==> src/sv/dtt_pkg.sv <==
// Package: shared constants, step-unit status type and period decode for the timer block.
package dtt_pkg;

    localparam int DIVIDER_BITS_DEF = 16;
    localparam int PHASE_W          = 11;

    localparam logic [1:0] CMD_TICK  = 2'd0;
    localparam logic [1:0] CMD_READ  = 2'd1;
    localparam logic [1:0] CMD_WRITE = 2'd2;

    localparam logic [15:0] ADDR_DIVIDER = 16'hFF04;
    localparam logic [15:0] ADDR_COUNTER = 16'hFF05;
    localparam logic [15:0] ADDR_MODULO  = 16'hFF06;
    localparam logic [15:0] ADDR_CONTROL = 16'hFF07;

    localparam logic [7:0] CTRL_READ_SET = 8'hF8;
    localparam logic [7:0] UNMAPPED_READ = 8'hFF;
    localparam logic [7:0] COUNTER_TOP   = 8'hFF;
    localparam int         ENABLE_IDX    = 2;

    // Status of one pass through the step unit.
    typedef struct packed {
        logic more;   // a whole period is still held in the accumulator
        logic wrap;   // this step reloads the counter
    } step_res_t;

    function automatic logic [PHASE_W-1:0] period_of(input logic [1:0] sel);
        logic [PHASE_W-1:0] p;
        unique case (sel)
            2'd1:    p = PHASE_W'(16);
            2'd2:    p = PHASE_W'(64);
            2'd3:    p = PHASE_W'(256);
            default: p = PHASE_W'(1024);
        endcase
        return p;
    endfunction

endpackage

==> src/sv/dtt_ifs.sv <==
// Interfaces: request and response channels of the timer block.
interface dtt_req_if;
    logic        valid;
    logic        ready;
    logic [1:0]  command;
    logic [7:0]  cycles;
    logic [15:0] address;
    logic [7:0]  write_value;

    modport source (output valid, command, cycles, address, write_value, input ready);
    modport sink   (input valid, command, cycles, address, write_value, output ready);
endinterface

interface dtt_rsp_if;
    logic       valid;
    logic       ready;
    logic [7:0] read_data;
    logic       timer_irq;

    modport source (output valid, read_data, timer_irq, input ready);
    modport sink   (input valid, read_data, timer_irq, output ready);
endinterface

==> src/sv/div_tima_programmable_timer.sv <==
// Top level: divider and programmable counter peripheral with bus register access.
//
//  channel | role   | word contents
//  --------+--------+-----------------------------------------------
//  req     | sink   | command, cycles, address, write_value
//  rsp     | source | read_data, timer_irq
//
// Sequencing: a read, a write, an unknown command or a tick with the counter
//   disabled goes from idle straight to the done state. An enabled tick
//   first steps off N periods, N being the number of whole periods in phase +
//   cycles; the step unit retires one period per cycle (up to 79 at period 16).
// Reset: asynchronous, active low; clears every register to zero.
// Stalls: req.ready is high only while idle. A finished word waits in the
//   output register, so the next request is taken while rsp is stalled.
module div_tima_programmable_timer #(
    parameter int DIVIDER_BITS = dtt_pkg::DIVIDER_BITS_DEF
) (
    input  logic       clk,
    input  logic       rst_n,
    dtt_req_if.sink    req,
    dtt_rsp_if.source  rsp
);
    import dtt_pkg::*;

    // Sequencer states
    localparam logic [1:0] ST_IDLE = 2'd0;  // wait for a request word
    localparam logic [1:0] ST_STEP = 2'd1;  // retire periods one per cycle
    localparam logic [1:0] ST_DONE = 2'd2;  // hand the result to the output register

    logic [1:0]              state_reg,   state_next;
    logic [DIVIDER_BITS-1:0] divider_reg, divider_next;
    logic [PHASE_W-1:0]      phase_reg,   phase_next;
    logic [PHASE_W-1:0]      acc_reg,     acc_next;
    logic [PHASE_W-1:0]      period_reg,  period_next;
    logic [7:0]              counter_reg, counter_next;
    logic [7:0]              reload_reg,  reload_next;
    logic [2:0]              control_reg, control_next;
    logic [7:0]              res_data_reg, res_data_next;
    logic                    res_irq_reg,  res_irq_next;
    logic                    out_valid_reg, out_valid_next;
    logic [7:0]              out_data_reg,  out_data_next;
    logic                    out_irq_reg,   out_irq_next;

    logic               accept;
    logic               wr_counter;
    logic [PHASE_W-1:0] step_acc;
    logic [7:0]         step_counter;
    step_res_t          step_res;

    assign req.ready     = (state_reg == ST_IDLE);
    assign accept        = req.valid && req.ready;
    assign wr_counter    = accept && (req.command == CMD_WRITE) &&
                           (req.address == ADDR_COUNTER);
    assign rsp.valid     = out_valid_reg;
    assign rsp.read_data = out_data_reg;
    assign rsp.timer_irq = out_irq_reg;

    dtt_step_unit u_step (
        .acc         (acc_reg),
        .period      (period_reg),
        .counter     (counter_reg),
        .reload      (reload_reg),
        .acc_out     (step_acc),
        .counter_out (step_counter),
        .res         (step_res)
    );

    always_comb
    begin
        state_next     = state_reg;
        divider_next   = divider_reg;
        phase_next     = phase_reg;
        acc_next       = acc_reg;
        period_next    = period_reg;
        counter_next   = counter_reg;
        reload_next    = reload_reg;
        control_next   = control_reg;
        res_data_next  = res_data_reg;
        res_irq_next   = res_irq_reg;
        out_valid_next = out_valid_reg;
        out_data_next  = out_data_reg;
        out_irq_next   = out_irq_reg;

        // Drop the output word once it is taken
        if (out_valid_reg && rsp.ready)
        begin
            out_valid_next = 1'b0;
        end

        unique case (state_reg)
            ST_IDLE:
            begin
                if (accept)
                begin
                    res_data_next = '0;
                    res_irq_next  = 1'b0;
                    state_next    = ST_DONE;
                    unique case (req.command)
                        CMD_TICK:
                        begin
                            divider_next = divider_reg + DIVIDER_BITS'(req.cycles);
                            // Load the accumulator; the step unit walks off whole periods
                            if (control_reg[ENABLE_IDX])
                            begin
                                acc_next    = phase_reg + PHASE_W'(req.cycles);
                                period_next = period_of(control_reg[1:0]);
                                state_next  = ST_STEP;
                            end
                        end
                        CMD_READ:
                        begin
                            unique case (req.address)
                                ADDR_DIVIDER: res_data_next = divider_reg[15:8];
                                ADDR_COUNTER: res_data_next = counter_reg;
                                ADDR_MODULO:  res_data_next = reload_reg;
                                ADDR_CONTROL: res_data_next = CTRL_READ_SET |
                                                              {5'd0, control_reg};
                                default:      res_data_next = UNMAPPED_READ;
                            endcase
                        end
                        CMD_WRITE:
                        begin
                            unique case (req.address)
                                ADDR_DIVIDER: divider_next = '0;
                                ADDR_COUNTER: counter_next = req.write_value;
                                ADDR_MODULO:  reload_next  = req.write_value;
                                ADDR_CONTROL: control_next = req.write_value[2:0];
                                default:      ;
                            endcase
                        end
                        default: ;
                    endcase
                end
            end
            ST_STEP:
            begin
                if (step_res.more)
                begin
                    acc_next     = step_acc;
                    counter_next = step_counter;
                    if (step_res.wrap)
                    begin
                        res_irq_next = 1'b1;
                    end
                end
                else
                begin
                    phase_next = acc_reg;
                    state_next = ST_DONE;
                end
            end
            ST_DONE:
            begin
                // Hold until the output register is free
                if (!out_valid_reg || rsp.ready)
                begin
                    out_valid_next = 1'b1;
                    out_data_next  = res_data_reg;
                    out_irq_next   = res_irq_reg;
                    state_next     = ST_IDLE;
                end
            end
            default:
            begin
                state_next = ST_IDLE;
            end
        endcase
    end

    always_ff @(posedge clk or negedge rst_n)
    begin
        if (!rst_n)
        begin
            state_reg     <= ST_IDLE;
            divider_reg   <= '0;
            phase_reg     <= '0;
            acc_reg       <= '0;
            period_reg    <= '0;
            counter_reg   <= '0;
            reload_reg    <= '0;
            control_reg   <= '0;
            res_data_reg  <= '0;
            res_irq_reg   <= 1'b0;
            out_valid_reg <= 1'b0;
            out_data_reg  <= '0;
            out_irq_reg   <= 1'b0;
        end
        else
        begin
            state_reg     <= state_next;
            divider_reg   <= divider_next;
            phase_reg     <= phase_next;
            acc_reg       <= acc_next;
            period_reg    <= period_next;
            counter_reg   <= counter_next;
            reload_reg    <= reload_next;
            control_reg   <= control_next;
            res_data_reg  <= res_data_next;
            res_irq_reg   <= res_irq_next;
            out_valid_reg <= out_valid_next;
            out_data_reg  <= out_data_next;
            out_irq_reg   <= out_irq_next;
        end
    end

`ifndef SYNTHESIS
    // Phase stays below the longest period between ticks
    a_phase_bound: assert property (@(posedge clk) disable iff (!rst_n)
        state_reg == ST_IDLE |-> phase_reg < PHASE_W'(1024))
        else $error("phase accumulator out of range");

    // Accumulator never exceeds the largest load
    a_acc_bound: assert property (@(posedge clk) disable iff (!rst_n)
        state_reg == ST_STEP |-> acc_reg <= PHASE_W'(1278))
        else $error("accumulator exceeds largest load");

    // Counter moves only by a step or by a bus write
    a_counter_src: assert property (@(posedge clk) disable iff (!rst_n)
        counter_reg != $past(counter_reg) |->
            ($past(state_reg) == ST_STEP || $past(wr_counter)))
        else $error("counter changed without step or write");

    // A word with read data never carries an interrupt
    a_read_no_irq: assert property (@(posedge clk) disable iff (!rst_n)
        (out_valid_reg && out_data_reg != 8'd0) |-> !out_irq_reg)
        else $error("read word carries interrupt");
`endif

endmodule

==> src/sv/dtt_step_unit.sv <==
// Step unit: one period compare/subtract and one counter advance with reload.
module dtt_step_unit (
    input  logic [dtt_pkg::PHASE_W-1:0] acc,
    input  logic [dtt_pkg::PHASE_W-1:0] period,
    input  logic [7:0]                  counter,
    input  logic [7:0]                  reload,
    output logic [dtt_pkg::PHASE_W-1:0] acc_out,
    output logic [7:0]                  counter_out,
    output dtt_pkg::step_res_t          res
);
    import dtt_pkg::*;

    always_comb
    begin
        res.more    = (acc >= period);
        res.wrap    = res.more && (counter == COUNTER_TOP);
        acc_out     = acc - period;
        counter_out = res.wrap ? reload : counter + 8'd1;
    end

endmodule
==> src/flat_wrapper.sv <==
// flat-port wrapper written by rule: the top's interface ports become plain ports
module div_tima_programmable_timer_flat import dtt_pkg::*;
#(
    parameter int DIVIDER_BITS = dtt_pkg::DIVIDER_BITS_DEF
)
  (clk, rst_n, req_valid, req_command, req_cycles, req_address, req_write_value, req_ready, rsp_valid, rsp_read_data, rsp_timer_irq, rsp_ready);
  dtt_req_if req_i ();
  dtt_rsp_if rsp_i ();
  input  logic clk;
  input  logic rst_n;
  input wire logic [$bits(req_i.valid)-1:0] req_valid;
  input wire logic [$bits(req_i.command)-1:0] req_command;
  input wire logic [$bits(req_i.cycles)-1:0] req_cycles;
  input wire logic [$bits(req_i.address)-1:0] req_address;
  input wire logic [$bits(req_i.write_value)-1:0] req_write_value;
  output wire logic [$bits(req_i.ready)-1:0] req_ready;
  output wire logic [$bits(rsp_i.valid)-1:0] rsp_valid;
  output wire logic [$bits(rsp_i.read_data)-1:0] rsp_read_data;
  output wire logic [$bits(rsp_i.timer_irq)-1:0] rsp_timer_irq;
  input wire logic [$bits(rsp_i.ready)-1:0] rsp_ready;
  assign req_i.valid = req_valid;
  assign req_i.command = req_command;
  assign req_i.cycles = req_cycles;
  assign req_i.address = req_address;
  assign req_i.write_value = req_write_value;
  assign req_ready = req_i.ready;
  assign rsp_valid = rsp_i.valid;
  assign rsp_read_data = rsp_i.read_data;
  assign rsp_timer_irq = rsp_i.timer_irq;
  assign rsp_i.ready = rsp_ready;
  div_tima_programmable_timer #(.DIVIDER_BITS(DIVIDER_BITS)) u_core (.clk(clk), .rst_n(rst_n), .req(req_i), .rsp(rsp_i));
endmodule
==> config.mk <==
export PLATFORM = sky130hd
export DESIGN_NAME = div_tima_programmable_timer_flat
export DESIGN_NICKNAME = d
export VERILOG_FILES = /design/src/sv/dtt_pkg.sv /design/src/sv/dtt_ifs.sv /design/src/sv/div_tima_programmable_timer.sv /design/src/sv/dtt_step_unit.sv /design/src/flat_wrapper.sv
export SDC_FILE = /design/constraint.sdc
export NUM_CORES = 1
export LEC_CHECK = 0
export ABC_AREA = 1
export BUFFER_PORTS_ARGS = -buffer_cell sky130_fd_sc_hd__buf_2
export CORE_MARGIN = 4
export CORE_UTILIZATION = 55
export DETAILED_ROUTE_END_ITERATION = 12
export GPL_TIMING_DRIVEN = 0
export HOLD_SLACK_MARGIN = 0.02
export MAX_ROUTING_LAYER = met4
export PLACE_DENSITY_LB_ADDON = 0.12
export SLEW_MARGIN = 0
export SYNTH_ARGS = -nofsm -noshare
export SYNTH_HDL_FRONTEND = slang
export SYNTH_SLANG_ARGS = --single-unit
export TNS_END_PERCENT = 50
==> constraint.sdc <==
create_clock -name clk -period 1.6 [get_ports clk]
set_input_delay 0.48 -clock clk [delete_from_list [all_inputs] [get_ports clk]]
set_output_delay 0.48 -clock clk [all_outputs]
set_load 0.01 [all_outputs]
==> impl_metrics.json, run 1 <==
{
  "cts_buffers": 9,
  "core-area_mm2": 0.00973,
  "ys_warn_count": 0,
  "crit_type": "flop to flop",
  "clockRootBuffer": "clkbuf_8",
  "setup_viol_count_final": 38,
  "clock-sinks": 82,
  "fin_crit_ps": 1820,
  "stdcell_area_mm2": 0.00688,
  "area.sequential_mm2": 0.00205,
  "critPathArrivalTime_ps": 2090,
  "cp_slowest_cell": "dfrtp_1",
  "power_density_mw_per_mm2": 976,
  "synthesis.area_mm2": 0.00549,
  "met1_length_um": 6430,
  "nets": 890,
  "met3_length_um": 961,
  "max_freq_mhz": 551,
  "setup_ws_ps": -216,
  "num-fill-cells": 798,
  "wl_um": 14800,
  "path_delay_family": "simple AND/OR/NAND/NOR gates",
  "worst_r2r_endpoint": "u_core.acc_reg[8]$_DFFE_PN0P_",
  "clk_pin_slew_ps": 90,
  "clock_latency_ps": 380,
  "dr.max_layer_used": "met4",
  "violations": "setup timing",
  "finalPower_uw": 6710,
  "synthFlopType": "dfrtp_1",
  "grtUsageTotal_pct": 27.2,
  "syn-mean-instance-area_um2": 7.33,
  "slew_viol_final": 0,
  "cp_max_fo": 3,
  "synth.area.top_cells": "dfrtp_1 (37%), nand2_1 (16%), nand3_1 (7.5%), inv_1 (6.1%), ha_1 (5.0%)",
  "crit_required_ps": 1870,
  "die_w_um": 108,
  "area_growth_pct": 25.4,
  "cts_tree": "yes",
  "finalSetupTns_ps": -4380,
  "whs_ps": 32.1,
  "die_y_um": 108,
  "drive_above_1_share_pct": 28.7,
  "via_per_inst": 5.52,
  "grt-ovfl-total": 0,
  "synth-seq-cells": 82,
  "r2r_slack_ps": -220,
  "die_area_mm2": 0.0116,
  "path_cells": "ha_4 > inv_2 > fa_2 > nand3b_1 > nand2_2 > nand3_2 > nand2_2 > nand2_1 > nand3_1 > o21ai_1 > nand2_1 > nand2_1",
  "crit_path_end_kind": "flop",
  "yosysSeqAreaShare_pct": 37.4,
  "cts.htree.levels": 3,
  "drc": 0,
  "grt_max_degree": 53,
  "hold_violations": 0,
  "cts_max_path_buffers": 2,
  "vias": 5331,
  "critPathMaxStageDelay_ps": 410,
  "antenna_cells": 0,
  "worstMarginPinSlew_ps": 425,
  "dr_wl_met2_um": 7080,
  "cpMostUsedCell": "nand2_1",
  "synth_top_area_cell": "dfrtp_1",
  "worstPathBufferInverterCount": 1,
  "syn_inst": 748,
  "routedWlPerCell_um": 15.3,
  "synth_cell_types": 46,
  "initial_core_util_pct": 56.4,
  "dpl.hpwl_um": 10300,
  "drtAntennaViolNets": 0,
  "place.gp.congestion": 0.969,
  "synth_top_area_share_pct": 37.4,
  "post-place-ws_ps": -550,
  "largest_reg_flops": 16,
  "post-route-period-util_pct": 113,
  "startpoint_type": "flop",
  "multi_input_area_mm2": 0.00350,
  "antenna_found_initial": 0,
  "io_buffers": 47,
  "slew_headroom_pct": 71.6,
  "hold_path_class": "primary input to async pin",
  "reg2reg_depth": 12,
  "placed_area_mm2": 0.00607,
  "leakagePower_uw": 0.00340,
  "firstDrtPassIters": 5,
  "rsz0062_at_grt": "yes",
  "clock_skew_ps": 12.9,
  "num_io_pins": 49,
  "max_cap_viol_count": 0,
  "synth_edf_count": 0,
  "vdd_drop_max_v": 0.000607,
  "std_cell_rows": 36,
  "synth_nets": 810,
  "ys_async_sr_fraction_pct": 100,
  "grt_pass1_vias": 5045,
  "r2r-start": "u_core.phase_reg[0]$_DFFE_PN0P_",
  "drt_iter0_drc": 325,
  "grt_pass1_wl_um": 24400,
  "status": "complete, but fails checks"
}
## routing by layer
metal,global-route usage (%),vias up
met4,9.20,0
met5,-,-
met2,42.3,171
met1,36.9,2519
met3,3.72,34
li1,-,2607
## logic make-up after synthesis
| kind of cell | after synthesis | share of synthesized area [%] |
|---|---|---|
| and+or+nand+nor | 425 | 35.5 |
| buffers and inverters | 107 | 8.28 |
| AOI/OAI and AO/OA | 89 | 9.33 |
| DFF | 82 | 37.4 |
| adders and majority gates | 24 | 5.75 |
| xor gates and xnor gates | 13 | 2.08 |
| muxes | 8 | 1.64 |
## repair_timing
action / CTS / global route
endpoints found under the setup margin: 50 / 59
pin swaps: 41 / 38
endpoints found under the hold margin: 0 / 0
resized for setup: 69 / 48
setup buffers: 14 / 4
cloned: 2 / 1
hold buffers: 0 / 0
## cells in the final DEF, fill, tap and decap left out, types with 8 or more instances in the layout
cell and n:
nand3_1 60, clkbuf_8 9, nor2_1 52, buf_2 52
o21ai_0 29, o21ai_1 15, ha_4 12, ha_1 9
o21ai_2 12, buf_4 13, dfrtp_1 80, a21oi_1 18
nand4_1 23, inv_1 86, nand3_2 20, mux2_2 8
buf_6 9, nand2_1 193, nand2_2 40
## Yosys cell counts (3+ instances only)
| cell type | count |
|---|---|
| nor2_4 | 4 |
| buf_6 | 3 |
| nor2_1 | 53 |
| xnor2_1 | 6 |
| o21ai_1 | 5 |
| ha_1 | 22 |
| nor2_2 | 3 |
| nand3_1 | 82 |
| o21ai_0 | 44 |
| xor2_1 | 7 |
| nor3_1 | 6 |
| inv_1 | 89 |
| dfrtp_1 | 82 |
| nand2_2 | 4 |
| nand2_1 | 232 |
| a21oi_1 | 22 |
| mux2_2 | 8 |
| o21ai_2 | 9 |
| nand2_4 | 4 |
| buf_2 | 7 |
| nand4_1 | 23 |
## how the worst max path moves through the flow
stage	depth (start not counted)	start	end	slack (ps)
finish	12	u_core.phase_reg[0]$_DFFE_PN0P_	u_core.acc_reg[8]$_DFFE_PN0P_	-220
global route	12	u_core.phase_reg[0]$_DFFE_PN0P_	u_core.acc_reg[8]$_DFFE_PN0P_	-330
CTS	12	u_core.phase_reg[0]$_DFFE_PN0P_	u_core.acc_reg[8]$_DFFE_PN0P_	-180
detailed placement	13	req_cycles[0]	u_core.acc_reg[8]$_DFFE_PN0P_	-550
global placement	1	rst_n	u_core.reload_reg[7]$_DFFE_PN0P_	-610
floorplan	12	req_cycles[0]	u_core.acc_reg[8]$_DFFE_PN0P_	-180
## final cells by class
type	count	area share (%)
clock buffers	9	1.80
clock inverters	7	1.36
plain buffers	12	1.62
well taps	133	2.42
flip-flops and latches	82	29.9
repair buffers	68	6.62
inverters	95	5.46
multi-input cells	560	50.8
## power breakdown
| part | leakage (uW) | switching (uW) | total (uW) | internal (uW) |
|---|---|---|---|---|
| clock network | 0.000105 | 831 | 1710 | 876 |
| logic | 0.00224 | 1310 | 2300 | 988 |
| registers | 0.00105 | 301 | 2700 | 2400 |
## through the flow
step           util (%)  std cells
2_1_floorplan         -        748
3_3_place_gp       62.0        928
3_5_place_dp       62.4        929
4_1_cts            68.6        961
5_1_grt            70.7        966
6_report           70.7        966
No activity file was read; power rests on OpenSTA's default activity.
==> inputs of run 2 (changes only) <==
--- a/config.mk
+++ b/config.mk
@@ -14,6 +14,7 @@
 export HOLD_SLACK_MARGIN = 0.02
 export MAX_ROUTING_LAYER = met4
 export PLACE_DENSITY_LB_ADDON = 0.12
+export RECOVER_POWER = 25
 export SLEW_MARGIN = 0
 export SYNTH_ARGS = -nofsm -noshare
 export SYNTH_HDL_FRONTEND = slang
==> run 2 against run 1 <==
  * The flow still finishes with violations (setup timing)
  * Setup slack better by 1.8 ps
  * Die area unchanged
  * Final cell count unchanged
  * Total power about the same
  * Sequential share of layout area up 0.098 points
  * Final area down 0.33%
  * Core utilization down 0.23 points
  * Sequential power about the same
  * Register-to-register slack about the same
  * Clock skew down 0.71 ps
  * Routed wire length up 0.20%
  * Global-route usage unchanged
  * Largest cell class unchanged
==> impl_metrics.json, run 2 (same netlist as run 1, synthesis figures left out) <==
{
  "layout_commonest_cell": "nand2_1",
  "nets": 890,
  "status": "complete, but fails checks",
  "via_per_inst": 5.51,
  "largest_reg_flops": 16,
  "startpoint_type": "flop",
  "cts_hold_buf": 0,
  "vias": 5320,
  "cp_slowest_cell": "dfrtp_1",
  "num_io_pins": 49,
  "final_cells": 966,
  "switching_share_pct": 36.5,
  "clk_pin_slew_ps": 90,
  "post-place-ws_ps": -550,
  "p_seq_share_pct": 40.3,
  "met3_length_um": 909,
  "antenna_cells": 0,
  "worstMarginPinSlew_ps": 768,
  "grt_pass1_wl_um": 24400,
  "cts_max_path_buffers": 2,
  "grt_pass1_vias": 5045,
  "whs_ps": 158,
  "crit_path_end_kind": "flop",
  "crit_type": "flop to flop",
  "drc": 0,
  "max_cap_viol_count": 0,
  "grt_max_degree": 53,
  "std_cell_rows": 36,
  "num-fill-cells": 801,
  "initial_core_util_pct": 56.4,
  "dp_cells": 929,
  "cp_max_fo": 3,
  "met1_length_um": 6510,
  "fin_util_pct": 70.5,
  "setup_ws_ps": -214,
  "final_cell_mix": "nand2_1 (193), inv_1 (86), dfrtp_1 (80)",
  "core-area_mm2": 0.00973,
  "hold_violations": 0,
  "drtAntennaViolNets": 0,
  "vdd_drop_max_v": 0.000609,
  "die_w_um": 108,
  "combPwrFrac_pct": 34.2,
  "rsz0062_at_grt": "yes",
  "multi_input_area_mm2": 0.00350,
  "firstDrtPassIters": 7,
  "crit_required_ps": 1870,
  "cts.htree.levels": 3,
  "dpl.hpwl_um": 10300,
  "antenna_found_initial": 0,
  "dr_wl_met2_um": 7080,
  "slew_viol_final": 0,
  "drive_above_1_share_pct": 28.7,
  "grt-ovfl-total": 0,
  "leakagePower_uw": 0.00339,
  "routedWlPerCell_um": 15.4,
  "clock_latency_ps": 380,
  "fin_crit_ps": 1810,
  "area_growth_pct": 24.9,
  "critPathMaxStageDelay_ps": 400,
  "clockRootBuffer": "clkbuf_8",
  "place.gp.congestion": 0.969,
  "clock_skew_ps": 12.2,
  "io_buffers": 47,
  "setup_viol_count_final": 39,
  "switchingPower_uw": 2450,
  "area.sequential_mm2": 0.00205,
  "path_cells": "ha_4 > inv_2 > fa_2 > nand3b_1 > nand2_2 > nand3_2 > nand2_2 > nand2_1 > nand3_1 > o21ai_1 > nand2_1 > nand2_1",
  "drt_iter0_drc": 310,
  "cts_buffers": 9,
  "post-route-period-util_pct": 113,
  "power_density_mw_per_mm2": 978,
  "wl_um": 14800,
  "p_clk_share_pct": 25.5,
  "dr.max_layer_used": "met4",
  "die_y_um": 108,
  "hold_path_class": "primary input to async pin",
  "critPathArrivalTime_ps": 2090,
  "violations": "setup timing",
  "die_area_mm2": 0.0116,
  "cts_tree": "yes",
  "clock-sinks": 82,
  "slew_headroom_pct": 48.8,
  "internal-power_uw": 4260,
  "max_freq_mhz": 551,
  "grtUsageTotal_pct": 27.2,
  "cpMostUsedCell": "nand2_1"
}
run 2: worst max-delay path: cells and delay by family, from the launching register on:
| family | cells | cell delay, ps |
|---|---|---|
| buffers and inverters | 1 | 30 |
| adders and majority gates | 2 | 480 |
| AOI/OAI and AO/OA | 1 | 60 |
| and+or+nand+nor | 8 | 730 |
| DFF | 1 | 400 |
run 2: power groups by stage:
stage               clock [uW]  sequential (uW)  combinational, uW
global placement             0             2700               1850
detailed placement           0             2720               1910
floorplan                    0             2690               1370
global route              1800             2740               2580
CTS                       1730             2690               2070
finish                    1710             2700               2300
run 2: layout make-up:
type | instances | area share [%]
clock inverters | 7 | 1.37
clock buffers | 9 | 1.81
plain buffers | 12 | 1.62
inverters | 95 | 5.48
repair buffers | 68 | 6.32
multi-input cells | 560 | 51.0
well taps | 133 | 2.43
flip-flops and latches | 82 | 30.0
run 2: through the flow:
stage          total power [uW]  TNS (ps)  instance area (um2)
6_report                   6710     -4280                 6860
5_1_grt                    7120    -12410                 6860
4_1_cts                    6500     -3330                 6670
3_5_place_dp               4630    -16490                 6070
3_3_place_gp               4550    -64850                 6040
2_1_floorplan              4060     -1000                 5640
run 2: worst paths after layout:
path	from	endpoint	slack, ps	cells past startpoint
min in group clk	req_write_value[3]	u_core.reload_reg[3]$_DFFE_PN0P_	350	3
setup reg to reg	u_core.phase_reg[0]$_DFFE_PN0P_	u_core.acc_reg[8]$_DFFE_PN0P_	-210	12
hold / removal	rst_n	u_core.divider_reg[4]$_DFFE_PN0P_	160	1
hold reg to reg	u_core.res_data_reg[7]$_DFFE_PN0P_	u_core.res_data_reg[7]$_DFFE_PN0P_	480	2
max in group asynchronous	rst_n	u_core.acc_reg[6]$_DFFE_PN0P_	140	2
setup / recovery	u_core.phase_reg[0]$_DFFE_PN0P_	u_core.acc_reg[8]$_DFFE_PN0P_	-210	12
run 2: layer usage:
metal	GRT usage, %	up-vias
li1	-	2612
met1	36.9	2506
met2	42.3	166
met3	3.72	36
met4	9.20	0
met5	-	-
run 2: what timing repair did:
item,4_1_cts,5_1_grt
hold endpoints to repair,0,0
setup endpoints to repair,50,59
pin swaps,41,38
resized for setup,69,48
cloned,2,1
buffers inserted,14,4
==> inputs of run 3 (changes only) <==
--- a/config.mk
+++ b/config.mk
@@ -7,6 +7,7 @@
 export LEC_CHECK = 0
 export ABC_AREA = 1
 export BUFFER_PORTS_ARGS = -buffer_cell sky130_fd_sc_hd__buf_2
+export CAP_MARGIN = 20
 export CORE_MARGIN = 4
 export CORE_UTILIZATION = 55
 export DETAILED_ROUTE_END_ITERATION = 12
@@ -14,7 +15,7 @@
 export HOLD_SLACK_MARGIN = 0.02
 export MAX_ROUTING_LAYER = met4
 export PLACE_DENSITY_LB_ADDON = 0.12
-export RECOVER_POWER = 25
+export SETUP_SLACK_MARGIN = 0.4
 export SLEW_MARGIN = 0
 export SYNTH_ARGS = -nofsm -noshare
 export SYNTH_HDL_FRONTEND = slang
==> run 3 against run 2 <==
  * The run still ends with setup timing left
  * Via count is 7.6% higher
  * Critical path depth shrank 2
  * Sequential share of layout area decreased by 3.6 points
  * Hold slack worse by 72 ps
  * Global-route usage increased by 3.0 points
  * Final cell count grew 3.2%
  * Clock skew fell by 1.9 ps
  * Core utilization increased by 9.7 points
  * Sequential power about the same
  * Non-clock buffer count is 30 higher
==> impl_metrics.json, run 3 (same netlist as run 1, synthesis figures left out) <==
{
  "setup_ws_ps": -234,
  "layout_commonest_cell": "nand2_1",
  "crit_path_end_kind": "flop",
  "drtAntennaViolNets": 0,
  "num_io_pins": 49,
  "cts_max_path_buffers": 2,
  "worstMarginPinSlew_ps": 560,
  "crit_required_ps": 1860,
  "std_cell_rows": 36,
  "setup_viol_count_final": 37,
  "leakagePower_uw": 0.00374,
  "worst_r2r_endpoint": "u_core.acc_reg[10]$_DFFE_PN0P_",
  "slew_viol_final": 0,
  "worstPathBufferInverterCount": 1,
  "cp-endpoint": "u_core.acc_reg[10]$_DFFE_PN0P_",
  "hold_violations": 0,
  "crit_type": "flop to flop",
  "max_freq_mhz": 545,
  "worstSetupPathDepth": 10,
  "clock_skew_ps": 10.3,
  "cp_slowest_cell": "dfrtp_1",
  "num-fill-cells": 628,
  "multi_input_area_mm2": 0.00396,
  "dpl.hpwl_um": 11300,
  "clock-sinks": 82,
  "cp_max_fo": 3,
  "cts_buffers": 9,
  "area.sequential_mm2": 0.00205,
  "antenna_found_initial": 0,
  "area_growth_pct": 42.1,
  "largest_reg_flops": 16,
  "p_clk_share_pct": 20.0,
  "die_w_um": 108,
  "wl_um": 17700,
  "power_density_mw_per_mm2": 891,
  "combPwrFrac_pct": 41.0,
  "post-place-ws_ps": -554,
  "switching_share_pct": 38.2,
  "critPathArrivalTime_ps": 2090,
  "initial_core_util_pct": 56.4,
  "vias": 5723,
  "placed_area_mm2": 0.00632,
  "startpoint_type": "flop",
  "die_y_um": 108,
  "cts.htree.levels": 3,
  "rsz0062_at_grt": "yes",
  "cts_tree": "yes",
  "stdcell_area_mm2": 0.00779,
  "clock_latency_ps": 370,
  "final_cell_mix": "nand2_1 (171), dfrtp_1 (81), inv_1 (78)",
  "clk_pin_slew_ps": 90,
  "slew_headroom_pct": 62.7,
  "antenna_cells": 0,
  "switchingPower_uw": 2660,
  "firstDrtPassIters": 5,
  "place.gp.congestion": 0.925,
  "path_cells": "ha_4 > inv_2 > fa_2 > nand3b_1 > nand2_2 > nand3_2 > nand2_2 > a21oi_1 > nor2_1 > o21ai_1",
  "grt_max_degree": 43,
  "hold_path_class": "primary input to async pin",
  "r2r-start": "u_core.phase_reg[0]$_DFFE_PN0P_",
  "grtUsageTotal_pct": 30.2,
  "critPathLaunch": "u_core.phase_reg[0]$_DFFE_PN0P_",
  "path_delay_family": "simple AND/OR/NAND/NOR gates",
  "grt-ovfl-total": 0,
  "routedWlPerCell_um": 17.8,
  "fin_crit_ps": 1830,
  "violations": "setup timing",
  "drc": 0,
  "grt_pass1_wl_um": 26800,
  "nets": 921,
  "via_per_inst": 5.74,
  "grt_pass1_vias": 5403,
  "drive_above_1_share_pct": 38.9,
  "max_cap_viol_count": 0,
  "io_buffers": 47,
  "p_seq_share_pct": 39.0,
  "r2r_slack_ps": -230,
  "internal-power_uw": 4290,
  "cpMostUsedCell": "nand2_2",
  "core-area_mm2": 0.00973,
  "clockRootBuffer": "clkbuf_8",
  "status": "complete, but fails checks",
  "post-route-period-util_pct": 115,
  "drt_iter0_drc": 522,
  "reg2reg_depth": 10,
  "vdd_drop_max_v": 0.000671,
  "critPathMaxStageDelay_ps": 390,
  "die_area_mm2": 0.0116
}
run 3: changes by cell type in the layout (fill, tap and decap cells not counted), moves of 13 or more:
cell and delta:
buf_4 +13, buf_6 +15, nand2_1 -22, nand3_1 -17
nand3_2 +14, o21ai_0 -15
run 3: power groups by stage:
stage / Clock (uW) / Combinational (uW) / Sequential (uW)
global route: 1490 / 3100 / 2740
floorplan: 0 / 1460 / 2710
CTS: 1410 / 2520 / 2700
detailed placement: 0 / 2040 / 2750
global placement: 0 / 1970 / 2730
finish: 1390 / 2850 / 2710
run 3: final cells by class:
cell class,count,share of cell area [%]
Multi-Input combinational cell,561,50.8
Sequential cell,82,26.3
Timing Repair Buffer,98,11.7
Inverter,95,5.17
Tap cell,133,2.13
Clock buffer,11,1.81
Buffer,12,1.61
Clock inverter,5,0.385
run 3: timing repair:
item,in CTS,in global routing
endpoints found under the setup margin,92,92
pin swaps,58,51
buffers inserted,26,18
hold buffers,0,0
gates resized for setup,127,83
cloned,5,3
run 3: metrics by stage:
step | power [uW] | util (%) | cells | hold WS, ps | setup TNS (ps)
floorplan | 4170 | - | 748 | 184 | -1240
global placement | 4700 | 64.7 | 928 | 467 | -63050
detailed placement | 4790 | 64.9 | 929 | 465 | -14220
CTS | 6630 | 74.8 | 976 | 112 | -3520
global route | 7340 | 80.1 | 997 | 131 | -9150
finish | 6940 | 80.1 | 997 | 86.2 | -5350
run 3: layer usage:
layer / vias to the layer above / share of wire (%) / wire length (um) / track usage, %
li1: 2677 / - / - / -
met1: 2734 / 40 / 7090 / 38.9
met2: 252 / 50 / 8890 / 49.0
met3: 60 / 6.2 / 1100 / 3.66
met4: 0 / 3.5 / 616 / 11.2
met5: - / 0 / 0 / -
run 3: worst min path at each step:
stage,slack [ps],startpoint,to
after floorplan,180,rst_n,u_core.acc_reg[0]$_DFFE_PN0P_
after global placement,470,u_core.res_data_reg[6]$_DFFE_PN0P_,u_core.res_data_reg[6]$_DFFE_PN0P_
after detailed placement,470,u_core.res_data_reg[3]$_DFFE_PN0P_,u_core.res_data_reg[3]$_DFFE_PN0P_
after CTS,110,rst_n,u_core.phase_reg[3]$_DFFE_PN0P_
after global routing,130,rst_n,u_core.phase_reg[3]$_DFFE_PN0P_
final,90,rst_n,u_core.phase_reg[3]$_DFFE_PN0P_
